[src/lsis_pkg.sv]
// Shared types and constants for the lattice species interaction block.
package lsis_pkg;

    localparam int CELL_W     = 3;
    localparam int CNT_W      = 17;
    localparam int TOTAL_W    = 32;
    localparam int PROB_W     = 16;
    localparam int NUM_VALUES = 5;
    localparam int FIELD_SPAN = 256;

    localparam logic [CELL_W-1:0] CELL_EMPTY  = 3'd0;
    localparam logic [CELL_W-1:0] MAX_SPECIES = 3'd4;

    localparam logic [PROB_W-1:0] MOB_RESET   = 16'd32768;
    localparam logic [PROB_W-1:0] PRED_RESET  = 16'd16384;
    localparam logic [PROB_W-1:0] TABLE_RESET = 16'd14790;

    typedef enum logic [1:0] {
        OP_INTERACT = 2'd0,
        OP_WRITE    = 2'd1,
        OP_READ     = 2'd2
    } t_op;

    typedef enum logic [1:0] {
        DIR_ROW_UP   = 2'd0,
        DIR_ROW_DOWN = 2'd1,
        DIR_COL_UP   = 2'd2,
        DIR_COL_DOWN = 2'd3
    } t_dir;

    typedef enum logic [1:0] {
        CFG_MOBILITY  = 2'd0,
        CFG_PREDATION = 2'd1,
        CFG_TABLE     = 2'd2
    } t_cfg_idx;

    typedef enum logic [2:0] {
        OUT_IGNORED = 3'd0,
        OUT_MOVE    = 3'd1,
        OUT_KILL    = 3'd2,
        OUT_BIRTH   = 3'd3,
        OUT_NONE    = 3'd4,
        OUT_ACCESS  = 3'd5
    } t_outcome;

    typedef enum logic [2:0] {
        ST_CLEAR,
        ST_IDLE,
        ST_EXEC,
        ST_SWAP,
        ST_POST
    } t_state;

    // Update plan for one item, from the rule logic to the sequencer
    typedef struct packed {
        t_outcome            outcome;
        logic [CELL_W-1:0]   cell_value;
        logic                wr_en;
        logic                wr_pas;
        logic [CELL_W-1:0]   wr_data;
        logic                swap;
        logic                pop_chg;
        logic [CELL_W-1:0]   pop_from;
        logic [CELL_W-1:0]   pop_to;
        logic                is_move;
        logic                is_kill;
        logic                is_birth;
    } t_plan;

endpackage

[src/lsis_addr.sv]
// Address unit: folds row and column into the grid and finds the neighbor cell.
module lsis_addr #(
    parameter int ROWS = 256,
    parameter int COLS = 256,
    localparam int RW = $clog2(ROWS),
    localparam int CW = $clog2(COLS),
    localparam int AW = $clog2(ROWS * COLS)
) (
    input  logic [7:0]    i_row,
    input  logic [7:0]    i_col,
    input  logic [1:0]    i_direction,
    output logic [AW-1:0] o_act_addr,
    output logic [AW-1:0] o_pas_addr
);

    logic [RW-1:0] row_mod [lsis_pkg::FIELD_SPAN];
    logic [CW-1:0] col_mod [lsis_pkg::FIELD_SPAN];
    logic [RW-1:0] r;
    logic [CW-1:0] c;
    logic [RW-1:0] nr;
    logic [CW-1:0] nc;

    // Constant tables for row % ROWS and col % COLS
    for (genvar g = 0; g < lsis_pkg::FIELD_SPAN; g++) begin : g_mod
        assign row_mod[g] = RW'(g % ROWS);
        assign col_mod[g] = CW'(g % COLS);
    end

    assign r = row_mod[i_row];
    assign c = col_mod[i_col];

    always_comb begin
        nr = r;
        nc = c;
        unique case (lsis_pkg::t_dir'(i_direction))
            lsis_pkg::DIR_ROW_UP:   nr = (r == RW'(ROWS - 1)) ? '0 : r + 1'b1;
            lsis_pkg::DIR_ROW_DOWN: nr = (r == '0) ? RW'(ROWS - 1) : r - 1'b1;
            lsis_pkg::DIR_COL_UP:   nc = (c == CW'(COLS - 1)) ? '0 : c + 1'b1;
            lsis_pkg::DIR_COL_DOWN: nc = (c == '0) ? CW'(COLS - 1) : c - 1'b1;
            default: ;
        endcase
    end

    assign o_act_addr = AW'(r) * AW'(COLS) + AW'(c);
    assign o_pas_addr = AW'(nr) * AW'(COLS) + AW'(nc);

endmodule

[config.mk]
export PLATFORM = sky130hd
export DESIGN_NAME = lsis_addr
export DESIGN_NICKNAME = d
export VERILOG_FILES = /design/src/lsis_pkg.sv /design/src/lsis_addr.sv
export SDC_FILE = /design/constraint.sdc
export NUM_CORES = 1
export LEC_CHECK = 0
export BUFFER_PORTS_ARGS = -buffer_cell sky130_fd_sc_hd__buf_2
export CORE_AREA = 5 5 56 58
export DETAILED_ROUTE_END_ITERATION = 8
export DIE_AREA = 0 0 61 63
export PLACE_DENSITY_LB_ADDON = 0.25
export SYNTH_ARGS = -nofsm -noshare
export SYNTH_HDL_FRONTEND = slang
export SYNTH_SLANG_ARGS = --single-unit
[constraint.sdc]
create_clock -name vclk -period 2.5
set_clock_uncertainty 0.2 [all_clocks]
set_input_delay 0.125 -clock vclk [all_inputs]
set_output_delay 0.125 -clock vclk [all_outputs]
set_load 0.005 [all_outputs]
### Yosys cells after proc, flatten, opt, wreduce, memory -nomap -nowiden

Memory sizes are Yosys's and may differ from the RTL's.
Cells that the tools add are included.

* flip-flop bits (word level): 0
* latch bits: 0
* logic and storage cells: 30
* RAM bits: 0
* memories kept: 2
* ROM bits: 4096

* $add $sub $neg: 6
* eq/ne operators: 5
* multipliers: 0
* order comparisons: 2
* shift-type cells: 0
* reduce and logical (&&, ||, !) cells: 3
* divide/modulo/power cells: 0
* bitwise gates (word level): 2
* muxes and demuxes: 10

Memory list
* (name not given): depth 256, bits a word 8, rd ports 1, clocked after Yosys merged registers in 0, wr ports 0, line lsis_addr.sv:30 `assign c = col_mod[i_col];`
* (name not given): depth 256, bits a word 8, rd ports 1, clocked after Yosys merged registers in 0, wr ports 0, line lsis_addr.sv:29 `assign r = row_mod[i_row];`

Operators by type and width (count)
* two-way mux 8 bit: 8
* adder 16 x 8 -> 16 bit: 2
* case mux 8 bit (2 select lines): 2
* >= comparator 9 bit, second input constant: 2
* inverter 8 -> 9 bit: 2
* adder 8 x 1 -> 8 bit, second input constant: 2
* == test 8 bit, second input constant: 2
* zero test 8 bit: 2
* subtractor 8 x 1 -> 8 bit, second input constant: 2
* == test 2 bit, second input constant: 2
* == test 2 x 1 -> 1 bit, second input constant: 1
* zero test 2 bit: 1

### Longest topological paths before layout

Gate-level depths: netlist (run 1).

* word-level depth: 8
* gate-level depth with buffers: 7
* gate-level depth less buffers: 6

### Worst setup path after synthesis (run 1)

No wires, ideal clock.

* kind: input port to output port
* start point: input i_row[0]
* end point: output o_pas_addr[14]
* cell stages on the path: 7
* path slack: 0.478 ns
* arrival: 1.697 ns
* buffers on the path: 1
* cell sequence: clkbuf_1 > inv_1 > ha_1 > or3b_2 > or2_1 > a311oi_1 > a2bb2oi_1

* cells in the longest elaborated chain, start to end: 8
* elaborated cells between the ends (all ways): 12

Ends and longest elaborated chain
* start, declared: line lsis_addr.sv:9 `input logic [7:0] i_row,`
* inverter 8 -> 9 bit (not written as such) *: line lsis_addr.sv:29
* memory (256 x 8 bit) *
* two-way mux 8 bit (not written as such) * (2 in a row): line lsis_addr.sv:29
* subtractor 8 x 1 -> 8 bit (tied with other cells): line lsis_addr.sv:37 `lsis_pkg::DIR_ROW_DOWN: nr = (r == '0) ? RW'(ROWS - 1) : r - 1'b1;`
* two-way mux 8 bit (on tied branches): line lsis_addr.sv:37, lsis_addr.sv:36
* case mux 8 bit (2 select lines) *: line lsis_addr.sv:35 `unique case (lsis_pkg::t_dir'(i_direction))`
* adder 16 x 8 -> 16 bit *: line lsis_addr.sv:45 `assign o_pas_addr = AW'(nr) * AW'(COLS) + AW'(nc);`
* end, declared: line lsis_addr.sv:13 `output logic [AW-1:0] o_pas_addr`

Every way passes the cells marked *; elsewhere a longest branch is shown, timed or not. The select of a mux whose other input is x is not followed.

### Worst setup path in the final report (run 1)

* start point: input i_col[0]
* end point: output o_pas_addr[3]

* cells in the longest elaborated chain, start to end: 8
* elaborated cells between the ends (all ways): 12

Ends and longest elaborated chain
* start, declared: line lsis_addr.sv:10 `input logic [7:0] i_col,`
* inverter 8 -> 9 bit (not written as such) *: line lsis_addr.sv:30
* memory (256 x 8 bit) *
* two-way mux 8 bit (not written as such) * (2 in a row): line lsis_addr.sv:30
* subtractor 8 x 1 -> 8 bit (tied with other cells): line lsis_addr.sv:39 `lsis_pkg::DIR_COL_DOWN: nc = (c == '0) ? CW'(COLS - 1) : c - 1'b1;`
* two-way mux 8 bit (on tied branches): line lsis_addr.sv:39, lsis_addr.sv:38
* case mux 8 bit (2 select lines) *: line lsis_addr.sv:35
* adder 16 x 8 -> 16 bit *: line lsis_addr.sv:45

Marked as above.

==> results of run 1 <==
## cells in the final DEF, fill, tap and decap left out, types with 3 or more instances in the layout
cell type	count
a31oi_1	6
nor2_1	10
inv_1	8
nand4_1	3
nand3_1	8
or3_1	3
nand2b_1	3
nor3_1	4
ha_1	6
nand2_1	15
and3_1	4
a21oi_1	5
o21ai_0	12
o22ai_1	4
o211ai_1	4
xor2_1	3
nor2b_1	4
and4_1	4
buf_2	50
## power by group through the flow
stage                     Combinational (mW)  Sequential, mW  Clock, mW
after floorplan                        0.127               0          0
after global placement                 0.182               0          0
after detailed placement               0.184               0          0
after CTS                              0.185               0          0
after global routing                   0.205               0          0
final                                  0.183               0          0
## final cells by class
cell class	count	area [sq um]
fillers	298	1430
well taps	31	38.8
repair buffers	51	258
multi-input cells	132	863
inverters	8	30.0
## worst min-delay path by stage
stage                           to     start  slack, ns
global placement    o_act_addr[14]  i_row[6]       0.31
floorplan            o_act_addr[0]  i_col[0]       0.13
global route        o_act_addr[14]  i_row[6]       0.32
detailed placement  o_act_addr[14]  i_row[6]       0.31
CTS                 o_act_addr[14]  i_row[6]       0.31
finish              o_act_addr[14]  i_row[6]       0.31
## cells by family after synthesis
| group | Yosys count | synth area share, % |
|---|---|---|
| buf+inv | 38 | 19.7 |
| simple gates | 68 | 35.0 |
| xor+xnor | 5 | 4.08 |
| compound gates | 53 | 34.2 |
| fa+ha+maj | 6 | 6.98 |
## metrics by stage
step,area (sq um),util (%),hold WS [ns],cells,power [mW]
final,1190,45.5,0.311,222,0.183
after global routing,1190,45.5,0.324,222,0.205
after CTS,1190,45.5,0.313,222,0.185
after detailed placement,1190,45.5,0.313,222,0.184
after global placement,1190,45.5,0.314,222,0.182
after floorplan,1070,-,0.131,170,0.127
## layer usage
| layer | vias to the layer above | wire length (um) | track usage (%) |
|---|---|---|---|
| li1 | 671 | - | - |
| met4 | 0 | 14 | 4.07 |
| met3 | 2 | 157 | 0.620 |
| met5 | - | 0 | 0 |
| met2 | 41 | 1550 | 28.1 |
| met1 | 590 | 1330 | 18.4 |
==> flow_summary.yaml, run 1 <==
floorplanning:
  die_x_um: 61
  die_h_um: 63
  rows: 19
  num_io_pins: 50
  start_util_pct: 41.1
  core-area_sq_mm: 0.00262
  die_area_sq_mm: 0.00384
clock_network:
  hold_buffers: 0
  cts_resized: 0
  cts_setup_buffers: 0
power:
  p_leak_nw: 0.529
  pwr-share-seq_pct: 0
  p_clk_share_pct: 0
  switching_share_pct: 57.2
  p_int_mw: 0.0785
  p_per_area_mw_per_mm2: 154
  ir_worst_vdd_mv: 0.0754
  p_sw_mw: 0.105
  comb_power_share_pct: 100.0
yosys:
  yosysMostFrequentCell: "buf_4"
  synth.distinct_cells: 51
  ys_warn_count: 0
  syn_area_sq_mm: 0.00107
  yosys-top-cells-area: "buf_4, ha_1, o21ai_0"
  synth_top_area_share_pct: 11.2
  ys_seq_area_share_pct: 0
  synth.avg_cell_area_sq_um: 6.32
  synth_common_cells: "buf_4, nand2_1, o21ai_0"
  synthCells: 170
  yosys.area.top_type: "buf_4"
  syn-num-nets: 194
route:
  routed_wl_um: 3050
  drcViolationCount: 0
  vias_per_cell: 5.87
  antenna_left: 0
  vias: 1304
  firstDrtPassIters: 5
  drt_iter0_drc: 54
  wire_per_inst_um: 13.7
flow_run:
  drv_cap: 0
critical_path:
  critPathMaxStageDelay_ns: 0.49
  cp.arrival_ns: 1.91
  cp_num_buf_inv: 3
  crit_path_end: "o_pas_addr[3]"
  crit_chain: "buf_2, inv_1, ha_1, or3b_2, o21ai_0, o21ai_0, a32oi_1, buf_2"
  path_max_fanout: 9
  critPathRequiredTime_ns: 2.17
  worstSetupPathType: "in -> out"
  slowest_stage: "or3b_2"
  setup.worst_path.start: "i_col[0]"
  start_kind: "input port"
  worstSetupEndpointType: "output port"
  path_delay_family: "compound AO/OA/AOI/OAI gates"
  path_depth: 8
cells_and_area:
  area_growth_pct: 10.7
  drive_gt1_share_pct: 29.8
  nClkBuffers: 0
  num_antenna_cells: 0
  nets: 217
  register_area_sq_um: 0
  design.seq.count: 0
global_routing:
  grt_pass1_vias: 1167
  grt_max_degree: 32
  grt_usage_pct: 15.3
  grt_pass1_wl_um: 4930
  grt-ovfl-total: 0
  antenna_found_initial: 0
timing:
  setup_viol: 0
  hold_viol_final: 0
  grt_setup_unrepaired: "no"
  worstMarginPinSlew_ns: 0.500
  maxSlewHeadroom_pct: 66.7
  final-max-slew-violation-count: 0
  final.setup.tns_ns: 0
  finalCritPeriodShare_pct: 89.5
  period_minus_slack_ns: 2.24
  setup_ws_ns: 0.263
  max_freq_mhz: 447
hold_path:
  holdPathStages: 2
  hold_path_class: "in -> out"
place:
  port_buffers: 50
  dp_slack_ns: 0.277
  post-dp-hpwl_um: 2350
  place.gp.congestion: 0.832
run_status:
  outcome: "finished clean"
No activity file was read; power rests on OpenSTA's default activity.
==> run 2: changes to the inputs <==
--- a/config.mk
+++ b/config.mk
@@ -11,4 +11,5 @@
 export DIE_AREA = 0 0 61 63
 export PLACE_DENSITY_LB_ADDON = 0.25
+export REMOVE_ABC_BUFFERS = 1
 export SYNTH_ARGS = -nofsm -noshare
 export SYNTH_HDL_FRONTEND = slang
==> constraint.sdc (replaced) <==
create_clock -name vclk -period 2.5
set_clock_uncertainty 0.2 [all_clocks]
set_input_delay 0.25 -clock vclk [all_inputs]
set_output_delay 0.25 -clock vclk [all_outputs]
set_load 0.005 [all_outputs]
==> run 2 against run 1 <==
Design area grew 4.8%. Routed wire length grew 7.7%. Critical path depth is the same. Worst hold slack gained 0.25 ns. Maximum frequency shrank 6.7%. First-iteration DRC count grew 76%. Combinational power grew 7%.
==> flow_summary.yaml, run 2 (synthesis gave the netlist of run 1 again) <==
run_status:
  outcome: "finished clean"
cells_and_area:
  final_cell_mix: "buf_2, nand2_1, o21ai_0"
  utilization_pct: 47.7
  drive_gt1_share_pct: 33.0
  design.seq.count: 0
  area_growth_pct: 16.1
  final_common_cell: "buf_2"
  layout.cells.non_filler: 228
  nClkBuffers: 0
  register_area_sq_um: 0
  num_antenna_cells: 0
  nets: 223
floorplanning:
  die_area_sq_mm: 0.00384
  rows: 19
  num_io_pins: 50
  die_x_um: 61
  start_util_pct: 41.1
  core-area_sq_mm: 0.00262
  die_h_um: 63
power:
  p_sw_mw: 0.111
  p_clk_share_pct: 0
  p_int_mw: 0.0859
  p_per_area_mw_per_mm2: 157
  switching_share_pct: 56.3
  p_leak_nw: 0.560
  ir_worst_vdd_mv: 0.0981
  pwr-share-seq_pct: 0
  comb_power_share_pct: 100.0
route:
  antenna_left: 0
  vias: 1371
  firstDrtPassIters: 4
  drcViolationCount: 0
  wire_per_inst_um: 14.4
  vias_per_cell: 6.01
  routed_wl_um: 3280
  drt_iter0_drc: 95
critical_path:
  worstSetupEndpointType: "output port"
  critPathRequiredTime_ns: 2.05
  start_kind: "input port"
  slowest_stage: "or3b_2"
  critPathMaxStageDelay_ns: 0.49
  worstSetupPathType: "in -> out"
  crit_chain: "buf_2, inv_1, ha_1, or3b_2, or2_1, a311oi_2, a2bb2oi_2, buf_2"
  crit_top_cell: "buf_2"
  path_max_fanout: 4
  cp.arrival_ns: 1.95
timing:
  max_freq_mhz: 417
  maxSlewHeadroom_pct: 66.5
  final-max-slew-violation-count: 0
  hold_viol_final: 0
  setup_viol: 0
  period_minus_slack_ns: 2.40
  worstMarginPinSlew_ns: 0.498
  setup_ws_ns: 0.101
  finalCritPeriodShare_pct: 96.0
global_routing:
  grt_max_degree: 25
  grt_usage_pct: 15.8
  grt_pass1_wl_um: 5130
  antenna_found_initial: 0
  grt_pass1_vias: 1223
  grt-ovfl-total: 0
place:
  place.gp.congestion: 0.909
  port_buffers: 50
  dp_slack_ns: 0.0812
  post-dp-hpwl_um: 2530
  dp_cells: 228
hold_path:
  hold_path_class: "in -> out"
  holdPathStages: 2
flow_run:
  drv_cap: 0
## run 2: what timing repair did
action | CTS | global route
gates resized for setup | 0 | 3
setup endpoints to repair | 0 | 4
hold buffers | 0 | 0
buffers inserted | 0 | 0
## run 2: critical path, delay by kind of cell
family / cells / cell delay [ns]
buf+inv: 3 / 0.32
compound gates: 2 / 0.43
simple gates: 2 / 0.75
fa+ha+maj: 1 / 0.19
## run 2: path summary, 6_finish.rpt
check	from	endpoint	slack, ns
max	i_row[0]	o_pas_addr[14]	0.10
min	i_col[7]	o_act_addr[7]	0.56
## run 2: final cells by class
class              instances  area [sq um]
inverters                  8          30.0
well taps                 31          38.8
repair buffers            57           303
fillers                  288          1370
multi-input cells        132           876
## run 2: power by group through the flow
| stage | sequential (mW) | combinational, mW | clock (mW) |
|---|---|---|---|
| floorplan | 0 | 0.0817 | 0 |
| global placement | 0 | 0.190 | 0 |
| detailed placement | 0 | 0.193 | 0 |
| CTS | 0 | 0.194 | 0 |
| global route | 0 | 0.217 | 0 |
| finish | 0 | 0.196 | 0 |
## run 2: routing by layer
layer  GRT usage (%)  routed length [um]
met4            1.36                   0
met5               0                   0
met3            1.65                 321
met1            20.3                1390
met2            28.6                1570
## run 2: stage by stage
stage / power [mW] / TNS, ns / instance area (sq um) / hold slack, ns
2_1_floorplan: 0.0817 / 0 / 893 / 0.300
3_3_place_gp: 0.190 / 0 / 1230 / 0.554
3_5_place_dp: 0.193 / 0 / 1230 / 0.557
4_1_cts: 0.194 / 0 / 1230 / 0.558
5_1_grt: 0.217 / -0.00955 / 1250 / 0.575
6_report: 0.196 / 0 / 1250 / 0.565
