<file path="src/lsis_pkg.sv">
// Shared types and constants for the lattice species interaction block.
package lsis_pkg;

    localparam int CELL_W     = 3;
    localparam int CNT_W      = 17;
    localparam int TOTAL_W    = 32;
    localparam int PROB_W     = 16;
    localparam int NUM_VALUES = 5;
    localparam int FIELD_SPAN = 256;

    localparam logic [CELL_W-1:0] CELL_EMPTY  = 3'd0;
    localparam logic [CELL_W-1:0] MAX_SPECIES = 3'd4;

    localparam logic [PROB_W-1:0] MOB_RESET   = 16'd32768;
    localparam logic [PROB_W-1:0] PRED_RESET  = 16'd16384;
    localparam logic [PROB_W-1:0] TABLE_RESET = 16'd14790;

    typedef enum logic [1:0] {
        OP_INTERACT = 2'd0,
        OP_WRITE    = 2'd1,
        OP_READ     = 2'd2
    } t_op;

    typedef enum logic [1:0] {
        DIR_ROW_UP   = 2'd0,
        DIR_ROW_DOWN = 2'd1,
        DIR_COL_UP   = 2'd2,
        DIR_COL_DOWN = 2'd3
    } t_dir;

    typedef enum logic [1:0] {
        CFG_MOBILITY  = 2'd0,
        CFG_PREDATION = 2'd1,
        CFG_TABLE     = 2'd2
    } t_cfg_idx;

    typedef enum logic [2:0] {
        OUT_IGNORED = 3'd0,
        OUT_MOVE    = 3'd1,
        OUT_KILL    = 3'd2,
        OUT_BIRTH   = 3'd3,
        OUT_NONE    = 3'd4,
        OUT_ACCESS  = 3'd5
    } t_outcome;

    typedef enum logic [2:0] {
        ST_CLEAR,
        ST_IDLE,
        ST_EXEC,
        ST_SWAP,
        ST_POST
    } t_state;

    // Update plan for one item, from the rule logic to the sequencer
    typedef struct packed {
        t_outcome            outcome;
        logic [CELL_W-1:0]   cell_value;
        logic                wr_en;
        logic                wr_pas;
        logic [CELL_W-1:0]   wr_data;
        logic                swap;
        logic                pop_chg;
        logic [CELL_W-1:0]   pop_from;
        logic [CELL_W-1:0]   pop_to;
        logic                is_move;
        logic                is_kill;
        logic                is_birth;
    } t_plan;

endpackage

</file>
<file path="src/lsis_rule.sv">
// Interaction rules: decide outcome, grid writes and count changes for one item.
module lsis_rule (
    input  logic [1:0]                  i_operation,
    input  logic [lsis_pkg::CELL_W-1:0] i_act_val,
    input  logic [lsis_pkg::CELL_W-1:0] i_pas_val,
    input  logic [lsis_pkg::PROB_W-1:0] i_action_draw,
    input  logic [lsis_pkg::CELL_W-1:0] i_new_value,
    input  logic [lsis_pkg::PROB_W-1:0] i_mobility_prob,
    input  logic [lsis_pkg::PROB_W-1:0] i_predation_prob,
    input  logic [lsis_pkg::PROB_W-1:0] i_predation_table,
    output lsis_pkg::t_plan             o_plan
);

    logic [lsis_pkg::PROB_W:0]   pred_limit;
    logic [lsis_pkg::CELL_W-1:0] a_m1;
    logic [lsis_pkg::CELL_W-1:0] b_m1;
    logic [3:0]                  pred_bit;

    assign pred_limit = {1'b0, i_mobility_prob} + {1'b0, i_predation_prob};
    assign a_m1       = i_act_val - 1'b1;
    assign b_m1       = i_pas_val - 1'b1;
    assign pred_bit   = {a_m1[1:0], b_m1[1:0]};

    always_comb begin
        o_plan            = '0;
        o_plan.outcome    = lsis_pkg::OUT_ACCESS;
        o_plan.cell_value = i_act_val;
        case (lsis_pkg::t_op'(i_operation))
            lsis_pkg::OP_WRITE: begin
                // drop writes of codes above the last species
                if (i_new_value <= lsis_pkg::MAX_SPECIES) begin
                    o_plan.wr_en      = 1'b1;
                    o_plan.wr_data    = i_new_value;
                    o_plan.pop_chg    = 1'b1;
                    o_plan.pop_from   = i_act_val;
                    o_plan.pop_to     = i_new_value;
                    o_plan.cell_value = i_new_value;
                end
            end
            lsis_pkg::OP_INTERACT: begin
                if (i_act_val == lsis_pkg::CELL_EMPTY) begin
                    o_plan.outcome = lsis_pkg::OUT_IGNORED;
                end else if (i_action_draw < i_mobility_prob) begin
                    // swap: neighbor now, active cell on the next write
                    o_plan.outcome    = lsis_pkg::OUT_MOVE;
                    o_plan.wr_en      = 1'b1;
                    o_plan.wr_pas     = 1'b1;
                    o_plan.wr_data    = i_act_val;
                    o_plan.swap       = 1'b1;
                    o_plan.cell_value = i_pas_val;
                    o_plan.is_move    = 1'b1;
                end else if ({1'b0, i_action_draw} <= pred_limit) begin
                    if (i_pas_val != lsis_pkg::CELL_EMPTY && i_predation_table[pred_bit]) begin
                        o_plan.outcome  = lsis_pkg::OUT_KILL;
                        o_plan.wr_en    = 1'b1;
                        o_plan.wr_pas   = 1'b1;
                        o_plan.wr_data  = lsis_pkg::CELL_EMPTY;
                        o_plan.pop_chg  = 1'b1;
                        o_plan.pop_from = i_pas_val;
                        o_plan.pop_to   = lsis_pkg::CELL_EMPTY;
                        o_plan.is_kill  = 1'b1;
                    end else begin
                        o_plan.outcome = lsis_pkg::OUT_NONE;
                    end
                end else if (i_pas_val == lsis_pkg::CELL_EMPTY) begin
                    o_plan.outcome  = lsis_pkg::OUT_BIRTH;
                    o_plan.wr_en    = 1'b1;
                    o_plan.wr_pas   = 1'b1;
                    o_plan.wr_data  = i_act_val;
                    o_plan.pop_chg  = 1'b1;
                    o_plan.pop_from = lsis_pkg::CELL_EMPTY;
                    o_plan.pop_to   = i_act_val;
                    o_plan.is_birth = 1'b1;
                end else begin
                    o_plan.outcome = lsis_pkg::OUT_NONE;
                end
            end
            default: ;
        endcase
    end

endmodule

</file>
<file path="config.mk">
export PLATFORM = sky130hd
export DESIGN_NAME = lsis_rule
export DESIGN_NICKNAME = d
export VERILOG_FILES = /design/src/lsis_pkg.sv /design/src/lsis_rule.sv
export SDC_FILE = /design/constraint.sdc
export NUM_CORES = 1
export LEC_CHECK = 0
export ABC_AREA = 1
export BUFFER_PORTS_ARGS = -buffer_cell sky130_fd_sc_hd__buf_4
export CORE_ASPECT_RATIO = 0.8
export CORE_UTILIZATION = 40
export DETAILED_ROUTE_END_ITERATION = 10
export PLACE_DENSITY = 0.78
export SYNTH_ARGS = -nofsm -noshare
export SYNTH_HDL_FRONTEND = slang
export SYNTH_SLANG_ARGS = --single-unit
</file>
<file path="constraint.sdc">
create_clock -name vclk -period 3.5
set_input_delay 0.175 -clock vclk [all_inputs]
set_output_delay 0.175 -clock vclk [all_outputs]
set_load 0.02 [all_outputs]
</file>
==> Word-level counts from Yosys, hierarchy flattened <==
Index checks and enable logic that the tools add are counted.
{ "word_totals": {"inputBits": 75, "output_inout_bits": 22, "regBits": 0, "wordCells": 46} }
{ "classes": {"add_sub_neg": 3, "muxes": 33, "reduce_logical": 5, "n_eq_ne": 1, "magnitude_cmp": 4} }
{ "op_table": {"columns": ["operator", "n"], "rows": [
  ["7-bit 2-to-1 mux", 5],
  ["3-bit 2-to-1 mux", 9],
  ["5-bit 2-to-1 mux", 4],
  ["19-bit 2-to-1 mux", 1],
  ["16-bit by 16-bit adder with 17-bit output", 1],
  ["16-bit by 17-bit <= comparator with 1-bit output", 1],
  ["16-bit < comparator", 1],
  ["7-bit one-hot mux with 2 select lines", 1],
  ["1-bit 2-to-1 mux", 8],
  ["4-bit one-hot mux with 2 select lines", 1],
  ["3-bit logical NOT", 2],
  ["3-bit one-hot mux with 2 select lines", 1],
  ["4-bit by 5-bit < comparator with 1-bit output, second input constant", 1],
  ["1-bit binary-select mux with 4-bit select", 1],
  ["4-bit 2-to-1 mux", 1],
  ["2-bit by 1-bit subtractor with 2-bit output, second input constant", 2],
  ["3-bit <= comparator, second input constant", 1],
  ["3-bit nonzero test", 1],
  ["2-bit by 1-bit == test with 1-bit output, second input constant", 1],
  ["2-bit logical NOT", 1],
  ["2-bit 2-to-1 mux", 1],
  ["1-bit logical AND", 1]
]} }

==> Logic depth before layout (Yosys ltp) <==
Gate-level depths: netlist of run 1.
{ "logic_depth": {"depth_word": 9, "mapped_depth": 25, "ltp_nobuf": 25} }

==> Worst setup path after synthesis of run 1 <==
No wires, ideal clock.
{ "synth_path": {"path_type": "input to output", "start": "input port i_mobility_prob[2] in the netlist's numbering", "end": "output port o_plan[20] in the netlist's numbering", "cell_stages": 24, "slack_ps": 469, "required_ps": 3325, "n_path_buf": 0, "arrival_ps": 2856, "cell_sequence": "ha_1 -> nand2_1 -> nand2_1 -> nand3_1 -> nand2_1 -> a21oi_1 -> o21ai_2 -> nand2_1 -> nor2_1 -> o21ai_0 -> xor2_1 -> ha_1 -> inv_1 -> nor4_1 -> nand2_1 -> nand2_1 -> nand2_1 -> nand2_1 -> nand2_1 -> nand2_1 -> nand3_4 -> nor2_4 -> inv_1 -> nand2_1"} }
{ "synth_rtl": {"columns": ["element", "line", "rtl"], "rows": [
  ["start: declaration", "lsis_rule.sv:8", "input logic [lsis_pkg::PROB_W-1:0] i_mobility_prob,"],
  ["end: declaration", "lsis_rule.sv:11", "output lsis_pkg::t_plan o_plan"]
]} }

==> results.py, run 1 <==
metrics = {
    "layout": {
        "drive_gt1_share_pct": 30.0,
        "regArea_sq_um": 0,
        "antenna_cells": 0,
        "seq_cells": 0,
        "clockBufferCount": 0,
        "finalNonFillerCells": 502,
        "design_area_sq_um": 2980,
        "fin_nets": 567,
        "area_delta_synth_final_pct": 43.1,
        "nFillCells": 507,
    },
    "power": {
        "totalPowerFinal_w": 0.000539,
        "peakVddDrop_uv": 77.9,
        "power_density_nw_per_um2": 181,
        "cellLeakagePower_nw": 1.70,
    },
    "floorplanning": {
        "rows": 23,
        "die-width_um": 82.6,
        "ioPinCount": 97,
        "die_area_sq_um": 5490,
        "core_area_sq_um": 5010,
        "start_util_pct": 41.5,
        "die_y_um": 66.5,
    },
    "setup_path": {
        "crit_path_top_delay_cell": "ha_4",
        "crit_arrival_ps": 3130,
        "path_buf_inv": 4,
        "cp_slowest_stage_delay_ps": 280,
        "crit_end": "o_plan[9]",
        "crit_path_frequent_cell": "nand2_1",
        "critPathKind": "input pin to output pin",
        "cp_max_fo": 5,
        "critPathTopFamily": "simple AND/OR/NAND/NOR gates",
        "cp-start-kind": "input pin",
        "crit_cells": 26,
        "startpoint": "i_mobility_prob[2]",
        "required_ps": 3320,
        "end_kind": "output pin",
    },
    "drt": {
        "drc": 0,
        "ant_nets": 0,
        "drt_first_pass_iters": 4,
        "num_vias": 2522,
        "drt_iter0_drc": 99,
        "routed_wl_um": 6390,
        "wl_per_cell_um": 12.7,
        "routed_via_density": 5.02,
    },
    "job": {
        "cap_violations": 0,
    },
    "sta": {
        "maxSlewHeadroom_pct": 66.1,
        "final-setup-viol-count": 0,
        "min_period_ps": 3300,
        "worst_slew_pin_slew_ps": 507,
        "max_freq_ghz": 0.303,
        "setup-tns-final_ps": 0,
        "hold_viol_final": 0,
        "min_period_over_period_pct": 94.4,
        "slew_violations": 0,
    },
    "global_routing": {
        "antenna_found_initial": 0,
        "grt_pass1_vias": 2289,
        "overflow": 0,
        "grt_pass1_wl_um": 9820,
        "grt_max_degree": 12,
        "grtUsageTotal_pct": 22.6,
    },
    "placed_design": {
        "place_area_sq_um": 2870,
        "finalWeightedCongestion": 0.908,
        "dp_hpwl_um": 5580,
        "dp_cells": 499,
        "port_buffers": 97,
    },
    "logic_synthesis": {
        "ys_warn_count": 0,
        "synth_area_leaders": "ha_1 (29%), nand2_1 (14%), inv_1 (9.7%)",
        "synthCells": 343,
        "synth_top_area_share_pct": 29.5,
        "ys_types": 36,
        "netlist_area_sq_um": 2080,
        "yosys.area.top_type": "ha_1",
        "synth_common_cells": "nand2_1 (75), inv_1 (54), ha_1 (49)",
        "synth_area_per_cell_sq_um": 6.06,
        "syn-num-nets": 468,
        "yosysMostFrequentCell": "nand2_1",
        "ys_seq_area_share_pct": 0,
    },
    "hold_path": {
        "hold_class": "input pin to output pin",
    },
    "status": {
        "status": "finished clean",
    },
}
-- per-layer routing --
layer,GRT usage [%],vias up,wire [um],share of wire (%)
met4,2.16,0,48,0.75
met1,31.6,1110,3040,48
li1,-,1338,-,-
met2,39.2,68,3070,48
met3,0.959,6,240,3.8
met5,0,-,0,0
-- cell usage in the layout (no fill, tap or decap), types with 6 or more instances in the layout --
| cell | Yosys | final |
|---|---|---|
| a21oi_1 | 30 | 29 |
| buf_4 | 1 | 100 |
| ha_1 | 49 | 45 |
| inv_1 | 54 | 54 |
| nand2_1 | 75 | 73 |
| nand2_2 | 5 | 6 |
| nand3_1 | 16 | 16 |
| nor2_1 | 33 | 31 |
| o21ai_0 | 15 | 14 |
| o21ai_1 | 5 | 6 |
| xor2_1 | 9 | 9 |
-- where the power goes --
| part | total (W) | internal (W) | leakage [nW] | switching, W |
|---|---|---|---|---|
| Combinational | 0.000539 | 0.000237 | 1.70 | 0.000302 |
| Clock | 0 | 0 | 0 | 0 |
| Sequential | 0 | 0 | 0 | 0 |
| Total | 0.000539 | 0.000237 | 1.70 | 0.000302 |
-- cell type report --
cell class,instances,area (sq um),share of cell area (%)
well taps,62,77.6,2.61
multi-input cells,283,1930,65.0
inverters,57,214,7.19
repair buffers,100,751,25.2
-- repair_timing --
action | CTS | global route
buffers inserted | 0 | 3
pin swaps | 0 | 4
resized for setup | 1 | 17
endpoints found under the setup margin | 7 | 17
hold buffers | 0 | 0
-- logic make-up after synthesis --
group	synth area share [%]
buffers and inverters	11.1
AND/OR/NAND/NOR	34.2
XOR/XNOR	5.90
adder cells (fa/ha/maj)	30.4
AO/OA/AOI/OAI	18.4
-- through the flow --
step | setup slack (ps) | hold WS (ps) | util (%)
5_1_grt | -71.3 | 688 | 59.4
2_1_floorplan | 469 | 518 | -
4_1_cts | 53.8 | 670 | 57.4
3_3_place_gp | 60.2 | 664 | 57.3
6_report | 196 | 671 | 59.4
3_5_place_dp | -21.9 | 670 | 57.3
-- worst min path at each step --
stage / from / to / slack [ps] / cells past startpoint
global placement: i_pas_val[1] / o_plan[7] / 660 / 4
detailed placement: i_pas_val[2] / o_plan[8] / 670 / 4
finish: i_pas_val[2] / o_plan[8] / 670 / 4
global route: i_pas_val[2] / o_plan[8] / 690 / 4
floorplan: i_pas_val[1] / o_plan[7] / 520 / 2
CTS: i_pas_val[2] / o_plan[8] / 670 / 4
No activity file was read; power rests on OpenSTA's default activity.
==> run 2: changes to the inputs <==
Settings changed: PLACE_DENSITY 0.78 to 0.81, TNS_END_PERCENT from default to 10.
Clock period 3.5 ns to 2.85 ns, I/O delays scaled along.
==> results.py, run 2 (synthesis results as in run 1) <==
metrics = {
    "power": {
        "totalPowerFinal_w": 0.000780,
        "peakVddDrop_uv": 106,
        "power_density_nw_per_um2": 232,
        "cellLeakagePower_nw": 1.87,
    },
    "setup_path": {
        "crit_end": "o_plan[5]",
        "cp_max_fo": 5,
        "required_ps": 2710,
        "startpoint": "i_mobility_prob[2]",
        "critPathKind": "input pin to output pin",
        "cp-start-kind": "input pin",
        "end_kind": "output pin",
        "crit_arrival_ps": 3110,
    },
    "sta": {
        "rsz0062_at_grt": "yes",
        "max_freq_ghz": 0.307,
        "min_period_over_period_pct": 114,
        "hold_viol_final": 0,
        "final-setup-viol-count": 17,
        "slew_violations": 0,
        "min_period_ps": 3260,
        "maxSlewHeadroom_pct": 64.3,
        "worst_slew_pin_slew_ps": 533,
        "setup_ws_ps": -407,
    },
    "layout": {
        "area_delta_synth_final_pct": 61.6,
        "final_common_cell": "buf_4",
        "final_cell_mix": "buf_4 (114), nand2_1 (60), inv_1 (52)",
        "drive_gt1_share_pct": 40.0,
        "finalNonFillerCells": 530,
        "regArea_sq_um": 0,
        "fin_nets": 595,
        "antenna_cells": 0,
        "seq_cells": 0,
        "clockBufferCount": 0,
    },
    "floorplanning": {
        "die_y_um": 66.5,
        "start_util_pct": 41.5,
        "die-width_um": 82.6,
        "core_area_sq_um": 5010,
        "die_area_sq_um": 5490,
        "rows": 23,
        "ioPinCount": 97,
    },
    "placed_design": {
        "port_buffers": 97,
        "finalWeightedCongestion": 0.968,
        "dp_hpwl_um": 5730,
        "dp_cells": 526,
    },
    "drt": {
        "routed_via_density": 5.12,
        "ant_nets": 0,
        "wl_per_cell_um": 13.2,
        "drc": 0,
        "drt_iter0_drc": 264,
        "routed_wl_um": 7020,
        "num_vias": 2712,
        "drt_first_pass_iters": 4,
    },
    "status": {
        "violations": "setup timing",
        "status": "complete, but fails checks",
    },
    "global_routing": {
        "overflow": 0,
        "grt_pass1_wl_um": 10500,
        "antenna_found_initial": 0,
        "grtUsageTotal_pct": 23.8,
        "grt_pass1_vias": 2414,
        "grt_max_degree": 12,
    },
    "job": {
        "cap_violations": 0,
    },
    "hold_path": {
        "hold_class": "input pin to output pin",
    },
}
[run 2: changes by cell type in the layout (fill, tap and decap cells not counted), moves of 3 or more]
cell     delta
buf_4      +14
buf_6      +13
nand2_1    -13
nand2_2    +13
nand3_1     -3
nand3_2     +3
[run 2: worst min path at each step]
stage | startpoint | to | depth (start not counted)
finish | i_pas_val[2] | o_plan[8] | 4
global route | i_pas_val[1] | o_plan[7] | 4
CTS | i_pas_val[2] | o_plan[8] | 4
detailed placement | i_pas_val[2] | o_plan[8] | 4
global placement | i_pas_val[1] | o_plan[7] | 4
floorplan | i_act_val[1] | o_plan[4] | 2
[run 2: layout make-up]
| class | count | area, sq um |
|---|---|---|
| Multi-Input combinational cell | 283 | 2050 |
| Inverter | 57 | 214 |
| Fill cell | 429 | 1650 |
| Timing Repair Buffer | 128 | 1020 |
| Tap cell | 62 | 77.6 |
[run 2: timing repair]
action | CTS | global route
hold buffers | 0 | 0
setup buffers | 0 | 4
pin swaps | 6 | 21
gates resized for setup | 9 | 43
setup endpoints to repair | 17 | 17
[run 2: routing by layer]
metal,GRT usage (%),routed length [um],vias to the layer above
li1,-,-,1393
met1,33.3,3180,1224
met2,40.7,3410,82
met3,1.78,332,13
met4,2.37,97,0
met5,0,0,-
[run 2: worst max-delay path: stages]
cell and delay [ps]:
buf_8 100, ha_4 270, nand2_2 40, nand2_2 80, nand3_2 70, nand2_2 80
a21oi_4 40, o21ai_2 170, nand2_2 90, nor2_4 150, o21ai_2 90, xor2_1 170
ha_1 320, inv_2 50, nor4_2 280, nand2_1 80, nand2_1 60, nand2_1 50
nand2_1 50, nand2_1 60, nand2_2 100, nand3_4 120, buf_4 170, o21ai_1 120
buf_4 160
[run 2: report_power, final]
part	internal, W	switching, W
sequential	0	0
combinational	0.000363	0.000417
clock	0	0
total	0.000363	0.000417
[run 2: metrics by stage]
stage	setup WS, ps	utilization, %	setup TNS (ps)	instance area [sq um]	hold slack (ps)
6_report	-407	67.1	-5810	3360	601
3_3_place_gp	-227	62.2	-3220	3110	598
5_1_grt	-583	67.1	-8770	3360	635
2_1_floorplan	0.135	-	0	2120	427
4_1_cts	-252	63.0	-3430	3160	598
3_5_place_dp	-328	62.2	-4600	3110	599
